File: config.mk
export PLATFORM = sky130hd
export DESIGN_NAME = first_fit_arena_allocator_top
export DESIGN_NICKNAME = d
export VERILOG_FILES = /design/src/hdl/ffa_pkg.sv /design/src/hdl/ffa_ram.sv /design/src/hdl/ffa_ctrl.sv /design/src/hdl/ffa_dp.sv /design/src/hdl/first_fit_arena_allocator_top.sv
export SDC_FILE = /design/constraint.sdc
export NUM_CORES = 2
export LEC_CHECK = 0
export BUFFER_PORTS_ARGS = -buffer_cell sky130_fd_sc_hd__buf_2
export CAP_MARGIN = 40
export CORE_AREA = 8 8 639 641
export DETAILED_ROUTE_END_ITERATION = 8
export DIE_AREA = 0 0 647 649
export GPL_ROUTABILITY_DRIVEN = 1
export GPL_TIMING_DRIVEN = 0
export PLACE_DENSITY = 0.39
export SKIP_LAST_GASP = 1
export SYNTH_ARGS = -nofsm -noshare
export SYNTH_HDL_FRONTEND = slang
export SYNTH_HIERARCHICAL = 1
export SYNTH_SLANG_ARGS = --single-unit
File: constraint.sdc
create_clock -name clk_i -period 11.1 [get_ports clk_i]
set_input_delay 0.555 -clock clk_i [delete_from_list [all_inputs] [get_ports clk_i]]
set_output_delay 0.555 -clock clk_i [all_outputs]
set_load 0.02 [all_outputs]
File: src/hdl/ffa_pkg.sv
// Shared types and codes for the first-fit arena allocator.
// Used by ffa_ctrl, ffa_dp and the top level; no dependencies.
package ffa_pkg;

  localparam int unsigned FIELD_W = 17;

  typedef enum logic [1:0] {
    FUNC_ALLOC,
    FUNC_FREE,
    FUNC_REALLOC,
    FUNC_REINIT
  } func_e;

  typedef enum logic [1:0] {
    ST_DONE,
    ST_NO_SPACE,
    ST_NOT_FOUND,
    ST_TABLE_FULL
  } status_e;

  typedef enum logic [3:0] {
    S_IDLE,
    S_DEC,
    S_RI1,
    S_ASCAN,
    S_SHUP,
    S_AWR,
    S_FSCAN,
    S_RCHK,
    S_RRD,
    S_SHDN,
    S_OUT
  } state_e;

  typedef enum logic [3:0] {
    OP_NONE,
    OP_LOAD,
    OP_RESULT,
    OP_REINIT0,
    OP_REINIT1,
    OP_ASTART,
    OP_ASCAN,
    OP_SHUP,
    OP_AWRITE,
    OP_FSTART,
    OP_FSCAN,
    OP_RCHECK,
    OP_RREAD,
    OP_SHDN,
    OP_EMIT
  } dp_op_e;

  typedef struct packed {
    dp_op_e  op;
    status_e st;
    logic    mv;
  } cmd_t;

  typedef struct packed {
    func_e func;
    logic  null_ptr;
    logic  sentinel;
    logic  size_zero;
    logic  cnt_lt2;
    logic  cnt_lt3;
    logic  full;
    logic  fit;
    logic  scan_last;
    logic  match;
    logic  find_last;
    logic  keep;
    logic  sh_end;
    logic  dn_end;
    logic  mv;
    logic  out_free;
  } sts_t;

endpackage

File: src/hdl/ffa_ram.sv
// Generic single-write, single-read RAM with registered read data.
// No dependencies.
module ffa_ram #(
  parameter int unsigned WIDTH = 34,
  parameter int unsigned DEPTH = 64
) (
  input  logic                     clk_i,
  input  logic                     we_i,
  input  logic [$clog2(DEPTH)-1:0] waddr_i,
  input  logic [WIDTH-1:0]         wdata_i,
  input  logic [$clog2(DEPTH)-1:0] raddr_i,
  output logic [WIDTH-1:0]         rdata_o
);

  logic [WIDTH-1:0] mem_q [DEPTH];

  always_ff @(posedge clk_i) begin
    if (we_i) begin
      mem_q[waddr_i] <= wdata_i;
    end
    rdata_o <= mem_q[raddr_i];
  end

endmodule

File: src/hdl/ffa_ctrl.sv
// Request sequencer of the first-fit arena allocator.
// Depends on ffa_pkg; drives ffa_dp through cmd_t, reads sts_t.
module ffa_ctrl (
  input  logic          clk_i,
  input  logic          rst_ni,
  input  logic          in_valid_i,
  output logic          in_stall_o,
  input  ffa_pkg::sts_t sts_i,
  output ffa_pkg::cmd_t cmd_o
);

  ffa_pkg::state_e state_q, state_d;

  always_ff @(posedge clk_i or negedge rst_ni) begin
    if (!rst_ni) begin
      state_q <= ffa_pkg::S_IDLE;
    end else begin
      state_q <= state_d;
    end
  end

  assign in_stall_o = (state_q != ffa_pkg::S_IDLE);

  // next state
  always_comb begin
    state_d = state_q;
    unique case (state_q)
      ffa_pkg::S_IDLE: begin
        if (in_valid_i) state_d = ffa_pkg::S_DEC;
      end
      ffa_pkg::S_DEC: begin
        state_d = ffa_pkg::S_OUT;
        unique case (sts_i.func)
          ffa_pkg::FUNC_ALLOC: begin
            if (!sts_i.size_zero && !sts_i.cnt_lt2) state_d = ffa_pkg::S_ASCAN;
          end
          ffa_pkg::FUNC_FREE: begin
            if (!sts_i.null_ptr && !sts_i.sentinel && !sts_i.cnt_lt3) begin
              state_d = ffa_pkg::S_FSCAN;
            end
          end
          ffa_pkg::FUNC_REALLOC: begin
            if (!sts_i.sentinel && !sts_i.size_zero) begin
              if (sts_i.null_ptr) begin
                if (!sts_i.cnt_lt2) state_d = ffa_pkg::S_ASCAN;
              end else if (!sts_i.cnt_lt3) begin
                state_d = ffa_pkg::S_FSCAN;
              end
            end
          end
          ffa_pkg::FUNC_REINIT: state_d = ffa_pkg::S_RI1;
          default: state_d = ffa_pkg::S_OUT;
        endcase
      end
      ffa_pkg::S_RI1: state_d = ffa_pkg::S_OUT;
      ffa_pkg::S_ASCAN: begin
        if (sts_i.fit) begin
          state_d = sts_i.full ? ffa_pkg::S_OUT : ffa_pkg::S_SHUP;
        end else if (sts_i.scan_last) begin
          state_d = ffa_pkg::S_OUT;
        end
      end
      ffa_pkg::S_SHUP: begin
        if (sts_i.sh_end) state_d = ffa_pkg::S_AWR;
      end
      ffa_pkg::S_AWR: state_d = sts_i.mv ? ffa_pkg::S_RRD : ffa_pkg::S_OUT;
      ffa_pkg::S_FSCAN: begin
        if (sts_i.match) begin
          state_d = (sts_i.func == ffa_pkg::FUNC_FREE) ? ffa_pkg::S_RRD : ffa_pkg::S_RCHK;
        end else if (sts_i.find_last) begin
          state_d = ffa_pkg::S_OUT;
        end
      end
      ffa_pkg::S_RCHK: state_d = sts_i.keep ? ffa_pkg::S_OUT : ffa_pkg::S_ASCAN;
      ffa_pkg::S_RRD: state_d = ffa_pkg::S_SHDN;
      ffa_pkg::S_SHDN: begin
        if (sts_i.dn_end) state_d = ffa_pkg::S_OUT;
      end
      ffa_pkg::S_OUT: begin
        if (sts_i.out_free) state_d = ffa_pkg::S_IDLE;
      end
      default: state_d = ffa_pkg::S_IDLE;
    endcase
  end

  // outputs
  always_comb begin
    cmd_o.op = ffa_pkg::OP_NONE;
    cmd_o.st = ffa_pkg::ST_NOT_FOUND;
    cmd_o.mv = 1'b0;
    unique case (state_q)
      ffa_pkg::S_IDLE: begin
        if (in_valid_i) cmd_o.op = ffa_pkg::OP_LOAD;
      end
      ffa_pkg::S_DEC: begin
        cmd_o.op = ffa_pkg::OP_RESULT;
        unique case (sts_i.func)
          ffa_pkg::FUNC_ALLOC: begin
            if (sts_i.size_zero) begin
              cmd_o.st = ffa_pkg::ST_NOT_FOUND;
            end else if (sts_i.cnt_lt2) begin
              cmd_o.st = ffa_pkg::ST_NO_SPACE;
            end else begin
              cmd_o.op = ffa_pkg::OP_ASTART;
            end
          end
          ffa_pkg::FUNC_FREE: begin
            if (!sts_i.null_ptr && !sts_i.sentinel && !sts_i.cnt_lt3) begin
              cmd_o.op = ffa_pkg::OP_FSTART;
            end
          end
          ffa_pkg::FUNC_REALLOC: begin
            if (!sts_i.sentinel && !sts_i.size_zero) begin
              if (sts_i.null_ptr) begin
                if (sts_i.cnt_lt2) cmd_o.st = ffa_pkg::ST_NO_SPACE;
                else cmd_o.op = ffa_pkg::OP_ASTART;
              end else if (!sts_i.cnt_lt3) begin
                cmd_o.op = ffa_pkg::OP_FSTART;
              end
            end
          end
          ffa_pkg::FUNC_REINIT: cmd_o.op = ffa_pkg::OP_REINIT0;
          default: cmd_o.op = ffa_pkg::OP_RESULT;
        endcase
      end
      ffa_pkg::S_RI1: cmd_o.op = ffa_pkg::OP_REINIT1;
      ffa_pkg::S_ASCAN: begin
        if (sts_i.fit && sts_i.full) begin
          cmd_o.op = ffa_pkg::OP_RESULT;
          cmd_o.st = ffa_pkg::ST_TABLE_FULL;
        end else if (!sts_i.fit && sts_i.scan_last) begin
          cmd_o.op = ffa_pkg::OP_RESULT;
          cmd_o.st = ffa_pkg::ST_NO_SPACE;
        end else begin
          cmd_o.op = ffa_pkg::OP_ASCAN;
        end
      end
      ffa_pkg::S_SHUP: cmd_o.op = ffa_pkg::OP_SHUP;
      ffa_pkg::S_AWR: cmd_o.op = ffa_pkg::OP_AWRITE;
      ffa_pkg::S_FSCAN: begin
        if (!sts_i.match && sts_i.find_last) begin
          cmd_o.op = ffa_pkg::OP_RESULT;
        end else begin
          cmd_o.op = ffa_pkg::OP_FSCAN;
        end
      end
      ffa_pkg::S_RCHK: cmd_o.op = ffa_pkg::OP_RCHECK;
      ffa_pkg::S_RRD: cmd_o.op = ffa_pkg::OP_RREAD;
      ffa_pkg::S_SHDN: cmd_o.op = ffa_pkg::OP_SHDN;
      ffa_pkg::S_OUT: begin
        if (sts_i.out_free) cmd_o.op = ffa_pkg::OP_EMIT;
      end
      default: cmd_o.op = ffa_pkg::OP_NONE;
    endcase
  end

endmodule

File: src/hdl/ffa_dp.sv
// Datapath of the first-fit arena allocator: block table RAM, scan
// registers, gap arithmetic and output register. Depends on ffa_pkg, ffa_ram.
module ffa_dp #(
  parameter int unsigned ARENA_BYTES  = 65536,
  parameter int unsigned HEADER_BYTES = 12,
  parameter int unsigned MAX_BLOCKS   = 64
) (
  input  logic                        clk_i,
  input  logic                        rst_ni,
  input  logic [1:0]                  func_i,
  input  logic [ffa_pkg::FIELD_W-1:0] addr_i,
  input  logic                        addr_null_i,
  input  logic [ffa_pkg::FIELD_W-1:0] req_size_i,
  output logic                        out_valid_o,
  input  logic                        out_stall_i,
  output logic [ffa_pkg::FIELD_W-1:0] result_addr_o,
  output logic                        granted_o,
  output logic [1:0]                  status_o,
  output logic [ffa_pkg::FIELD_W-1:0] copy_from_o,
  output logic [ffa_pkg::FIELD_W-1:0] copy_len_o,
  input  ffa_pkg::cmd_t               cmd_i,
  output ffa_pkg::sts_t               sts_o
);

  localparam int unsigned FW = ffa_pkg::FIELD_W;
  localparam int unsigned AW = $clog2(ARENA_BYTES + 1);
  localparam int unsigned SW = (AW > FW) ? AW : FW;
  localparam int unsigned DW = SW + 2;
  localparam int unsigned IW = $clog2(MAX_BLOCKS);
  localparam int unsigned CW = $clog2(MAX_BLOCKS + 1);

  localparam logic [SW-1:0] HEAD_START = SW'(HEADER_BYTES);
  localparam logic [SW-1:0] ARENA_END  = SW'(ARENA_BYTES);

  // request
  ffa_pkg::func_e func_q;
  logic [FW-1:0]  addr_q, size_q;
  logic           null_q, mv_q;
  // table walk
  logic [CW-1:0]  cnt_q, j_q, k_q, p_q;
  logic [SW-1:0]  prv_s_q, prv_l_q, ol_q;
  // working result and output register
  logic [FW-1:0]  res_addr_q, res_cf_q, res_cl_q;
  logic           res_g_q;
  ffa_pkg::status_e res_st_q;
  logic           out_valid_q;

  logic          ram_we;
  logic [IW-1:0] ram_waddr, ram_raddr;
  logic [2*SW-1:0] ram_wdata, ram_rdata;

  ffa_ram #(
    .WIDTH (2 * SW),
    .DEPTH (MAX_BLOCKS)
  ) u_ram (
    .clk_i   (clk_i),
    .we_i    (ram_we),
    .waddr_i (ram_waddr),
    .wdata_i (ram_wdata),
    .raddr_i (ram_raddr),
    .rdata_o (ram_rdata)
  );

  logic [SW-1:0] rd_s, rd_l, size_x, addr_x, new_start;
  logic [CW-1:0] j_inc, j_dec, cnt_dec, k_inc;
  logic [CW:0]   j_inc2;
  logic [DW-1:0] fit_sum, room_sum;
  logic          fits, room, same, keep, fit;
  logic [FW-1:0] clen;

  assign rd_s      = ram_rdata[2*SW-1:SW];
  assign rd_l      = ram_rdata[SW-1:0];
  assign size_x    = SW'(size_q);
  assign addr_x    = SW'(addr_q);
  assign j_inc     = j_q + CW'(1);
  assign j_dec     = j_q - CW'(1);
  assign j_inc2    = (CW+1)'(j_q) + (CW+1)'(2);
  assign cnt_dec   = cnt_q - CW'(1);
  assign k_inc     = k_q + CW'(1);
  assign fit_sum   = DW'(prv_s_q) + DW'(prv_l_q) + DW'(size_x) + DW'(2 * HEADER_BYTES);
  assign room_sum  = DW'(prv_s_q) + DW'(size_x) + DW'(HEADER_BYTES);
  assign new_start = SW'(DW'(prv_s_q) + DW'(prv_l_q) + DW'(HEADER_BYTES));
  assign fits      = (fit_sum <= DW'(rd_s));
  assign room      = (room_sum <= DW'(rd_s));
  assign same      = (size_x == prv_l_q);
  assign keep      = same || room;
  assign fit       = (j_q != '0) && fits;
  assign clen      = (size_x <= ol_q) ? size_q : FW'(ol_q);

  always_comb begin
    sts_o.func      = func_q;
    sts_o.null_ptr  = null_q;
    sts_o.sentinel  = !null_q && ((addr_x == '0) || (addr_x == ARENA_END));
    sts_o.size_zero = (size_q == '0);
    sts_o.cnt_lt2   = (cnt_q < CW'(2));
    sts_o.cnt_lt3   = (cnt_q < CW'(3));
    sts_o.full      = (cnt_q >= CW'(MAX_BLOCKS));
    sts_o.fit       = fit;
    sts_o.scan_last = (j_inc >= cnt_q);
    sts_o.match     = (rd_s == addr_x);
    sts_o.find_last = (j_inc2 >= (CW+1)'(cnt_q));
    sts_o.keep      = keep;
    sts_o.sh_end    = (j_q == p_q);
    sts_o.dn_end    = (j_q == cnt_dec);
    sts_o.mv        = mv_q;
    sts_o.out_free  = !out_valid_q || !out_stall_i;
  end

  // table port
  always_comb begin
    ram_we    = 1'b0;
    ram_waddr = '0;
    ram_wdata = '0;
    ram_raddr = '0;
    unique case (cmd_i.op)
      ffa_pkg::OP_REINIT0: begin
        ram_we    = 1'b1;
        ram_wdata = {HEAD_START, SW'(0)};
      end
      ffa_pkg::OP_REINIT1: begin
        ram_we    = 1'b1;
        ram_waddr = IW'(1);
        ram_wdata = {ARENA_END, SW'(0)};
      end
      ffa_pkg::OP_ASCAN: begin
        // on a fit, start the upward shift from the top entry
        ram_raddr = fit ? cnt_dec[IW-1:0] : j_inc[IW-1:0];
      end
      ffa_pkg::OP_SHUP: begin
        ram_we    = 1'b1;
        ram_waddr = j_inc[IW-1:0];
        ram_wdata = ram_rdata;
        ram_raddr = j_dec[IW-1:0];
      end
      ffa_pkg::OP_AWRITE: begin
        ram_we    = 1'b1;
        ram_waddr = p_q[IW-1:0];
        ram_wdata = {new_start, size_x};
      end
      ffa_pkg::OP_FSTART: ram_raddr = IW'(1);
      ffa_pkg::OP_FSCAN:  ram_raddr = j_inc[IW-1:0];
      ffa_pkg::OP_RCHECK: begin
        if (keep && !same) begin
          ram_we    = 1'b1;
          ram_waddr = k_q[IW-1:0];
          ram_wdata = {prv_s_q, size_x};
        end
      end
      ffa_pkg::OP_RREAD: ram_raddr = k_inc[IW-1:0];
      ffa_pkg::OP_SHDN: begin
        ram_we    = 1'b1;
        ram_waddr = j_dec[IW-1:0];
        ram_wdata = ram_rdata;
        ram_raddr = j_inc[IW-1:0];
      end
      default: ram_raddr = '0;
    endcase
  end

  always_ff @(posedge clk_i or negedge rst_ni) begin
    if (!rst_ni) begin
      cnt_q       <= '0;
      out_valid_q <= 1'b0;
    end else begin
      if (cmd_i.op == ffa_pkg::OP_REINIT1) begin
        cnt_q <= CW'(2);
      end else if (cmd_i.op == ffa_pkg::OP_AWRITE) begin
        cnt_q <= cnt_q + CW'(1);
      end else if (cmd_i.op == ffa_pkg::OP_SHDN && sts_o.dn_end) begin
        cnt_q <= cnt_dec;
      end
      if (cmd_i.op == ffa_pkg::OP_EMIT) begin
        out_valid_q <= 1'b1;
      end else if (!out_stall_i) begin
        out_valid_q <= 1'b0;
      end
    end
  end

  always_ff @(posedge clk_i) begin
    unique case (cmd_i.op)
      ffa_pkg::OP_LOAD: begin
        func_q <= ffa_pkg::func_e'(func_i);
        addr_q <= addr_i;
        null_q <= addr_null_i;
        size_q <= req_size_i;
        mv_q   <= 1'b0;
      end
      ffa_pkg::OP_RESULT: begin
        res_addr_q <= '0;
        res_g_q    <= 1'b0;
        res_st_q   <= cmd_i.st;
        res_cf_q   <= '0;
        res_cl_q   <= '0;
      end
      ffa_pkg::OP_REINIT1: begin
        res_addr_q <= '0;
        res_g_q    <= 1'b0;
        res_st_q   <= ffa_pkg::ST_DONE;
        res_cf_q   <= '0;
        res_cl_q   <= '0;
      end
      ffa_pkg::OP_ASTART: begin
        j_q  <= '0;
        mv_q <= cmd_i.mv;
      end
      ffa_pkg::OP_ASCAN: begin
        if (fit) begin
          p_q <= j_q;
          j_q <= cnt_dec;
        end else begin
          prv_s_q <= rd_s;
          prv_l_q <= rd_l;
          j_q     <= j_inc;
        end
      end
      ffa_pkg::OP_SHUP: j_q <= j_dec;
      ffa_pkg::OP_AWRITE: begin
        res_addr_q <= new_start[FW-1:0];
        res_g_q    <= 1'b1;
        res_st_q   <= ffa_pkg::ST_DONE;
        res_cf_q   <= mv_q ? addr_q : '0;
        res_cl_q   <= mv_q ? clen : '0;
        // the old block moved up if the new one went in below it
        if (p_q <= k_q) k_q <= k_inc;
      end
      ffa_pkg::OP_FSTART: j_q <= CW'(1);
      ffa_pkg::OP_FSCAN: begin
        if (sts_o.match) begin
          k_q     <= j_q;
          prv_s_q <= rd_s;
          prv_l_q <= rd_l;
          ol_q    <= rd_l;
        end else begin
          j_q <= j_inc;
        end
      end
      ffa_pkg::OP_RCHECK: begin
        if (keep) begin
          res_addr_q <= addr_q;
          res_g_q    <= 1'b1;
          res_st_q   <= ffa_pkg::ST_DONE;
          res_cf_q   <= '0;
          res_cl_q   <= '0;
        end else begin
          j_q  <= '0;
          mv_q <= 1'b1;
        end
      end
      ffa_pkg::OP_RREAD: j_q <= k_inc;
      ffa_pkg::OP_SHDN: begin
        j_q <= j_inc;
        if (sts_o.dn_end && !mv_q) begin
          res_addr_q <= '0;
          res_g_q    <= 1'b0;
          res_st_q   <= ffa_pkg::ST_DONE;
          res_cf_q   <= '0;
          res_cl_q   <= '0;
        end
      end
      ffa_pkg::OP_EMIT: begin
        result_addr_o <= res_addr_q;
        granted_o     <= res_g_q;
        status_o      <= res_st_q;
        copy_from_o   <= res_cf_q;
        copy_len_o    <= res_cl_q;
      end
      default: ;
    endcase
  end

  assign out_valid_o = out_valid_q;

endmodule

File: src/hdl/first_fit_arena_allocator_top.sv
// Handles one request at a time and walks the block table in RAM, one entry
// per cycle. Allocate scans the entries up to the fitting gap and then shifts
// entries up to open the slot (tail included); free looks the block up among
// the entries in use and shifts the later ones down. A moving reallocation
// runs the lookup, an allocate and the free in a row. The single read and
// single write port of the table RAM set this pace. The result sits in an
// output register, so the next request is taken while it waits.
// Depends on ffa_pkg, ffa_ctrl, ffa_dp and ffa_ram.
module first_fit_arena_allocator_top #(
  parameter int unsigned ARENA_BYTES  = 65536,
  parameter int unsigned HEADER_BYTES = 12,
  parameter int unsigned MAX_BLOCKS   = 64
) (
  input  logic                        clk_i,
  input  logic                        rst_ni,
  input  logic                        in_valid_i,
  output logic                        in_stall_o,
  input  logic [1:0]                  func_i,
  input  logic [ffa_pkg::FIELD_W-1:0] addr_i,
  input  logic                        addr_null_i,
  input  logic [ffa_pkg::FIELD_W-1:0] req_size_i,
  output logic                        out_valid_o,
  input  logic                        out_stall_i,
  output logic [ffa_pkg::FIELD_W-1:0] result_addr_o,
  output logic                        granted_o,
  output logic [1:0]                  status_o,
  output logic [ffa_pkg::FIELD_W-1:0] copy_from_o,
  output logic [ffa_pkg::FIELD_W-1:0] copy_len_o
);

  ffa_pkg::cmd_t cmd;
  ffa_pkg::sts_t sts;

  ffa_ctrl u_ctrl (
    .clk_i      (clk_i),
    .rst_ni     (rst_ni),
    .in_valid_i (in_valid_i),
    .in_stall_o (in_stall_o),
    .sts_i      (sts),
    .cmd_o      (cmd)
  );

  ffa_dp #(
    .ARENA_BYTES  (ARENA_BYTES),
    .HEADER_BYTES (HEADER_BYTES),
    .MAX_BLOCKS   (MAX_BLOCKS)
  ) u_dp (
    .clk_i         (clk_i),
    .rst_ni        (rst_ni),
    .func_i        (func_i),
    .addr_i        (addr_i),
    .addr_null_i   (addr_null_i),
    .req_size_i    (req_size_i),
    .out_valid_o   (out_valid_o),
    .out_stall_i   (out_stall_i),
    .result_addr_o (result_addr_o),
    .granted_o     (granted_o),
    .status_o      (status_o),
    .copy_from_o   (copy_from_o),
    .copy_len_o    (copy_len_o),
    .cmd_i         (cmd),
    .sts_o         (sts)
  );

endmodule
Word-level counts from Yosys, hierarchy flattened
Memory sizes are Yosys's and may differ from the RTL's. A register that Yosys moved wholly into a read port is not among the register bits.
Cells that the tools add are included.
Operators by class
  bitwise logic cells: 0
  add/sub/neg operators: 12
  reduce and logical (&&, ||, !) cells: 54
  div/mod/pow operators: 0
  shift-type cells: 0
  multiplexer cells: 84
  $lt $le $gt $ge: 9
  $mul: 0
  equality and inequality tests: 46
Operators with widths (number)
  one-hot mux 17 bit (4 select lines): 3
  two-way mux 17 bit: 10
  one-hot mux 34 bit (5 select lines): 1
  two-way mux 4 bit: 23
  one-hot mux 4 bit (11 select lines): 2
  one-hot mux 17 bit (2 select lines): 2
  one-hot mux 6 bit (5 select lines): 2
  two-way mux 7 bit: 8
  one-hot mux 7 bit (8 select lines): 1
  equality test 4 bit (second input constant): 10
  less-or-equal comparator 19 x 17 -> 1 bit: 2
  adder 17 x 17 -> 18 bit: 2
  equality test 17 bit: 2
  zero test 17 bit: 2
  two-way mux 34 bit: 1
  equality test 4 x 3 -> 1 bit (second input constant): 8
  one-hot mux 4 bit (4 select lines): 2
  adder 7 x 1 -> 7 bit (second input constant): 3
  adder 18 x 17 -> 19 bit: 1
  adder 19 x 4 -> 19 bit (second input constant): 1
  adder 19 x 5 -> 19 bit (second input constant): 1
  two-way mux 6 bit: 3
  != test 2 bit (second input constant): 9
  adder 17 x 4 -> 17 bit (second input constant): 1
  other kinds (40): 105
Storage, ports and cells
  output and inout bits: 56
  bits in latches: 0
  logic and storage cells: 230
  memories: 1
  bits in read-only memories: 0
  input port bits: 41
  memory bits (writable): 2176
  register bits: 230
Memories
  u_dp.u_ram.mem_q: words 64, width 34, read ports 1, clocked after memory_dff 1, write ports 1, line ffa_ram.sv:15  | logic [WIDTH-1:0] mem_q [DEPTH];

Longest topological paths before layout
  word-level depth: 15
  gate-level depth with buffers: 48
  mapped depth without buffers: 40

Hierarchy
Netlist, hierarchy kept.
Modules (own cells, without submodules)
  ffa_ram: seq. area each 66023.3 µm², area each 83681.5 µm², instances 1, cells each 3767
  ffa_dp: seq. area each 6746.5 µm², area each 14709.1 µm², instances 1, cells each 1328
  ffa_ctrl: seq. area each 100.1 µm², area each 703.2 µm², instances 1, cells each 100

Worst setup path before layout
No wires, ideal clock.
  path type: flip-flop to flip-flop
  start: register u_dp.prv_s_q[0]
  end: memory u_dp.u_ram.mem_q[48][0], enable pin
  period minus slack after synthesis: 10586 ps
  setup slack: 514 ps
  library setup time: 468 ps
  cell stages (with the launch flop): 41
  arrival time: 10118 ps
  cell sequence: edfxtp_1 ha_1 fa_1 a211oi_2 o211ai_2 a41oi_1 xnor2_1 ha_1 ha_1 a21o_1 a21o_1 a21oi_2 o31ai_4 a21o_1 a21oi_1 xnor2_1 ha_1 a211oi_1 (+5 left out) buf_4 nand3b_1 nand3b_1 a21oi_1 a211o_1 buf_2 inv_1 nand2_1 nor2_1 and2_1 inv_1 and4bb_1 clkbuf_1 buf_2 a221o_1 clkbuf_1 or3_1 nor3_1
RTL lines
  start: declaration: line ffa_dp.sv:41  | logic [SW-1:0] prv_s_q, prv_l_q, ol_q;
  start signal: assignment: line ffa_dp.sv:212  | prv_s_q <= rd_s;
  start signal: assignment: line ffa_dp.sv:231  | prv_s_q <= rd_s;
  end: declaration: line ffa_ram.sv:15

==> impl_summary.txt <==
----------------------------------------------------
[Status]
  Status ... finished clean

[Critical path]
  Worst Path Required ... 11.80 ns
  Type of destination of the critical path ... flop
  Slowest cell on crit path ... nand4_1
  Reg2reg path depth ... 44
  Kind of start point of the critical path ... flop
  Data arrival time of the critical path ... 11.49 ns
  Stage delay of the slowest cell on the critical path ... 0.55 ns
  Type of the setup path with the least slack ... reg2reg
  Most common cell on crit path ... buf_4
  Maximum fanout along the worst path ... 10

[Final layout]
  Fin cells ... 11499
  Nets@finish ... 6214
  Area occupied by registers ... 72870 um2
  Layout cells sized above 1 ... 0.2831
  Fillers ... 38583
  Layout area overhead ... 24.22%
  Multi-input gate area in the final layout ... 25590 um2

[Detailed routing]
  Number of design rule violations left after detail routing ... 0
  Number of vias per cell ... 4.875
  Antenna violation net count after detailed routing ... 0
  Detailed-route wire length per cell ... 32.03 um
  Routed via count ... 56055
  Iter 0 DRT Violations ... 5683
  Number of search-and-repair iterations in the first detailed-routing pass ... 6
  Final WL ... 368300 um

[STA]
  Total of endpoints with negative setup slack in the final report ... 0
  Clock skew after layout ... 0.06183 ns
  Unrepaired setup endpoints after global routing ... true
  Post-route minimum period ... 10.79 ns
  Fin. Hold Viols ... 0
  Worst Tran Pin Value ... 0.9547 ns
  Fraction of the cycle the final worst path needs ... 0.9719
  Final Max Tran Viols ... 0
  Relative slew slack ... 0.3636
  Achievable clock frequency ... 0.09270 GHz

[Yosys]
  Flop and latch count out of synthesis ... 2440
  Area contributors post-synth ... edfxtp_1 (73%), mux4_2 (11%), ha_1 (2.1%)
  Syn_nets ... 5404
  Share of the synthesized area in the top cell type ... 0.7255
  Mean cell area of the mapped netlist ... 19.07 um2
  Number of different library cells in the post-synthesis netlist ... 105
  Share of flip-flops with an asynchronous set or reset ... 0.004918
  Cells after Synth ... 5195
  Sequential element share of the synthesized area ... 0.7354
  Post-synth top area cell ... edfxtp_1
  Total of warnings raised by yosys ... 6
  Post-synth EDFFs ... 2394
  Netlist Area Pre-Place ... 99090 um2
  Dominant register cell in the synthesized netlist ... edfxtp_1

[GRT]
  Number of global-route vias before repair ... 56544
  Maximum number of pins on one net before global-route repair ... 65
  Number of antenna violations at the first check in global routing ... 21
  Global router's overall resource usage ... 0.1700
  Aggregate global routing overflow ... 0
  Wire length of the first global-routing pass ... 496700 um

[Clocking]
  Buffer levels on the longest clock path ... 4
  Clock-pin slew reported for the worst setup and hold paths after clock tree synthesis ... 0.06 ns
  TritonCTS sink count ... 2440
  Clock network latency to the later pin of the worst-skew pair ... 0.89 ns
  CTS H-tree lvls ... 5
  Clock root cell ... clkbuf_16
  Number of CTS-inserted buffers ... 282
  Clock tree from TritonCTS ... yes

[Place]
  Number of I/O port buffers ... 96
  Gp weighted congestion ... 0.7978
  Number of instances in the placed design ... 10835
  DPL Wire Length ... 264200 um

[Hold path]
  Class of the tightest hold or removal check ... in2async

[Flow run]
  Number of max-cap violations ... 0

[Floorplan]
  Die boundary height ... 649 um
  I/O pins ... 97
  Die Width ... 647 um
  Starting Density ... 0.2490
  Placeable Area ... 398000 um2
  Number of rows created at floorplan ... 232
  Die Area ... 419900 um2

----------------------------------------------------
==> final timing paths <==
| path | startpoint | to | slack (ns) |
|---|---|---|---|
| worst min-delay path | rst_ni | u_dp/cnt_q[6]$_DFFE_PN0P_ | 0.10 |
| max in group asynchronous | rst_ni | u_dp/cnt_q[1]$_DFFE_PN0P_ | 10.74 |
| worst min register to register | u_dp/res_cl_q[14]$_SDFFCE_PN0P_ | u_dp/copy_len_o[14]$_DFFE_PP_ | 0.41 |
| min in group clk_i | addr_i[11] | u_dp/addr_q[11]$_DFFE_PP_ | 0.38 |
| worst max register to register | u_dp/prv_l_q[0]$_DFFE_PP_ | u_dp/u_ram/rdata_o[12]$_DFF_P_ | 0.31 |
| worst max-delay path | u_dp/prv_l_q[0]$_DFFE_PP_ | u_dp/u_ram/rdata_o[12]$_DFF_P_ | 0.31 |
==> Yosys cell counts (12+ instances only) <==
cell type	instances
a31oi_1	17
a22oi_1	81
o21ai_0	82
buf_2	60
clkbuf_1	124
nor4_1	23
o221ai_1	66
a22o_1	23
nand4_1	71
nor2b_1	44
buf_6	21
and3_1	42
ha_1	165
nor2_1	193
dfrtp_1	12
inv_1	99
buf_1	25
a21oi_1	112
nor3_1	42
mux2_2	21
edfxtp_1	2394
mux4_2	476
o22ai_1	62
a221o_1	21
mux2i_1	159
buf_4	38
xor2_1	45
nand2_1	161
or2_2	12
a211oi_1	24
nand3_1	109
dfxtp_1	34
a21o_1	50
nand2b_1	22
xnor2_1	75
==> metrics by stage <==
stage          worst slack, ns  setup TNS (ns)  hold slack [ns]  cell area [um2]    util
6_report                0.3121               0           0.1016           123100  0.3093
2_1_floorplan           0.5144               0           0.2594            99090       -
3_3_place_gp            -6.832               -           0.4032           106200  0.2668
5_1_grt                -0.1501         -0.2127          0.08968           123100  0.3093
3_5_place_dp            -2.297        -2250.17           0.4045           111800  0.2809
4_1_cts               -0.01404        -0.01404          0.03654           122400  0.3076
==> layout by cell type, fill, tap and decap left out, types with 19 or more instances in the layout <==
cell           Yosys  layout
buf_12             0     137
buf_8              2      43
clkinv_2           0      33
clkinv_1           0      58
clkbuf_2           0      25
nand3_1          109     107
o21ai_0           82      71
buf_1             25      19
buf_2             60     138
o221ai_1          66      56
clkbuf_1         124     150
xor2_1            45      44
nand2_1          161     152
dfxtp_1           34      34
clkbuf_16          0     290
xnor2_1           75      72
a21oi_1          112     108
a22oi_1           81      75
mux2_2            21      21
and3_1            42      34
nor2b_1           44      43
mux2i_1          159     159
nor2_1           193     124
nand2b_1          22      20
edfxtp_1        2394    2394
a211oi_1          24      22
dlygate4sd3_1      0      39
o22ai_1           62      59
nor3_1            42      33
nor4_1            23      21
inv_1             99      98
buf_6             21      73
nand4_1           71      71
buf_16             0      60
a21o_1            50      50
mux4_2           476     476
nor2_4             0      66
buf_4             38     161
ha_1             165     162
==> registers in the layout (all words and copies together) (netlist names), 2 cells and up <==
signal / count
u_dp/p_q: 7
u_dp/cnt_q: 7
u_dp/result_addr_o: 17
u_dp/prv_l_q: 17
u_dp/j_q: 7
u_dp/status_o: 2
u_dp/res_cf_q: 17
u_dp/res_st_q: 2
u_dp/copy_from_o: 17
u_dp/func_q: 2
u_dp/copy_len_o: 17
u_dp/ol_q: 17
u_dp/res_addr_q: 17
u_dp/addr_q: 17
u_dp/k_q: 7
u_dp/prv_s_q: 17
u_dp/u_ram/rdata_o: 34
u_ctrl/state_q: 4
u_dp/res_cl_q: 17
u_dp/u_ram/mem_q: 2176
u_dp/size_q: 17
==> routing by layer <==
layer	share of wire	track usage	vias up	wire, um
met5	0.00019	0	-	69
met4	0.034	0.05279	10	12660
li1	-	-	23094	-
met1	0.43	0.2306	30584	158500
met3	0.055	0.02320	493	20370
met2	0.48	0.2823	1874	176700
==> area by class of cell <==
class	instances	share of cell area
multi-input cells	2385	0.2079
clock inverters	134	0.009615
well taps	5265	0.05351
repair buffers	534	0.05771
diodes	13	0.0002643
plain buffers	262	0.01361
inverters	100	0.003080
flip-flops and latches	2440	0.5920
clock buffers	366	0.06233
==> cell families (layout without fill, tap and decap cells) <==
logic type	count (synthesis)	after routing	synth area share
and+or+nand+nor	779	779	0.03972
buffers and inverters	370	1396	0.01803
AOI/OAI and AO/OA	658	658	0.04770
xor gates and xnor gates	121	121	0.01077
other	1	14	0.00003784
muxes	658	658	0.1269
DFF	2440	2440	0.7354
adders and majority gates	168	168	0.02144
==> critical path: cells and delay by family (launching register included) <==
family,cells,cell delay (ns)
buf+inv,9,1.97
fa+ha+maj,5,1.61
simple gates,7,1.83
flops,1,0.46
mux,1,0.36
compound gates,20,3.95
xor+xnor,2,0.37
==> timing repair <==
action | in CTS | in global routing
hold endpoints to repair | 50 | 0
setup buffers | 86 | 37
resized for setup | 135 | 111
endpoints found under the setup margin | 2249 | 1880
hold buffers | 39 | 0
pin swaps | 61 | 32
Power is not shown: default switching activity piles up to over one toggle a cycle in this logic, so the estimate is an artifact.
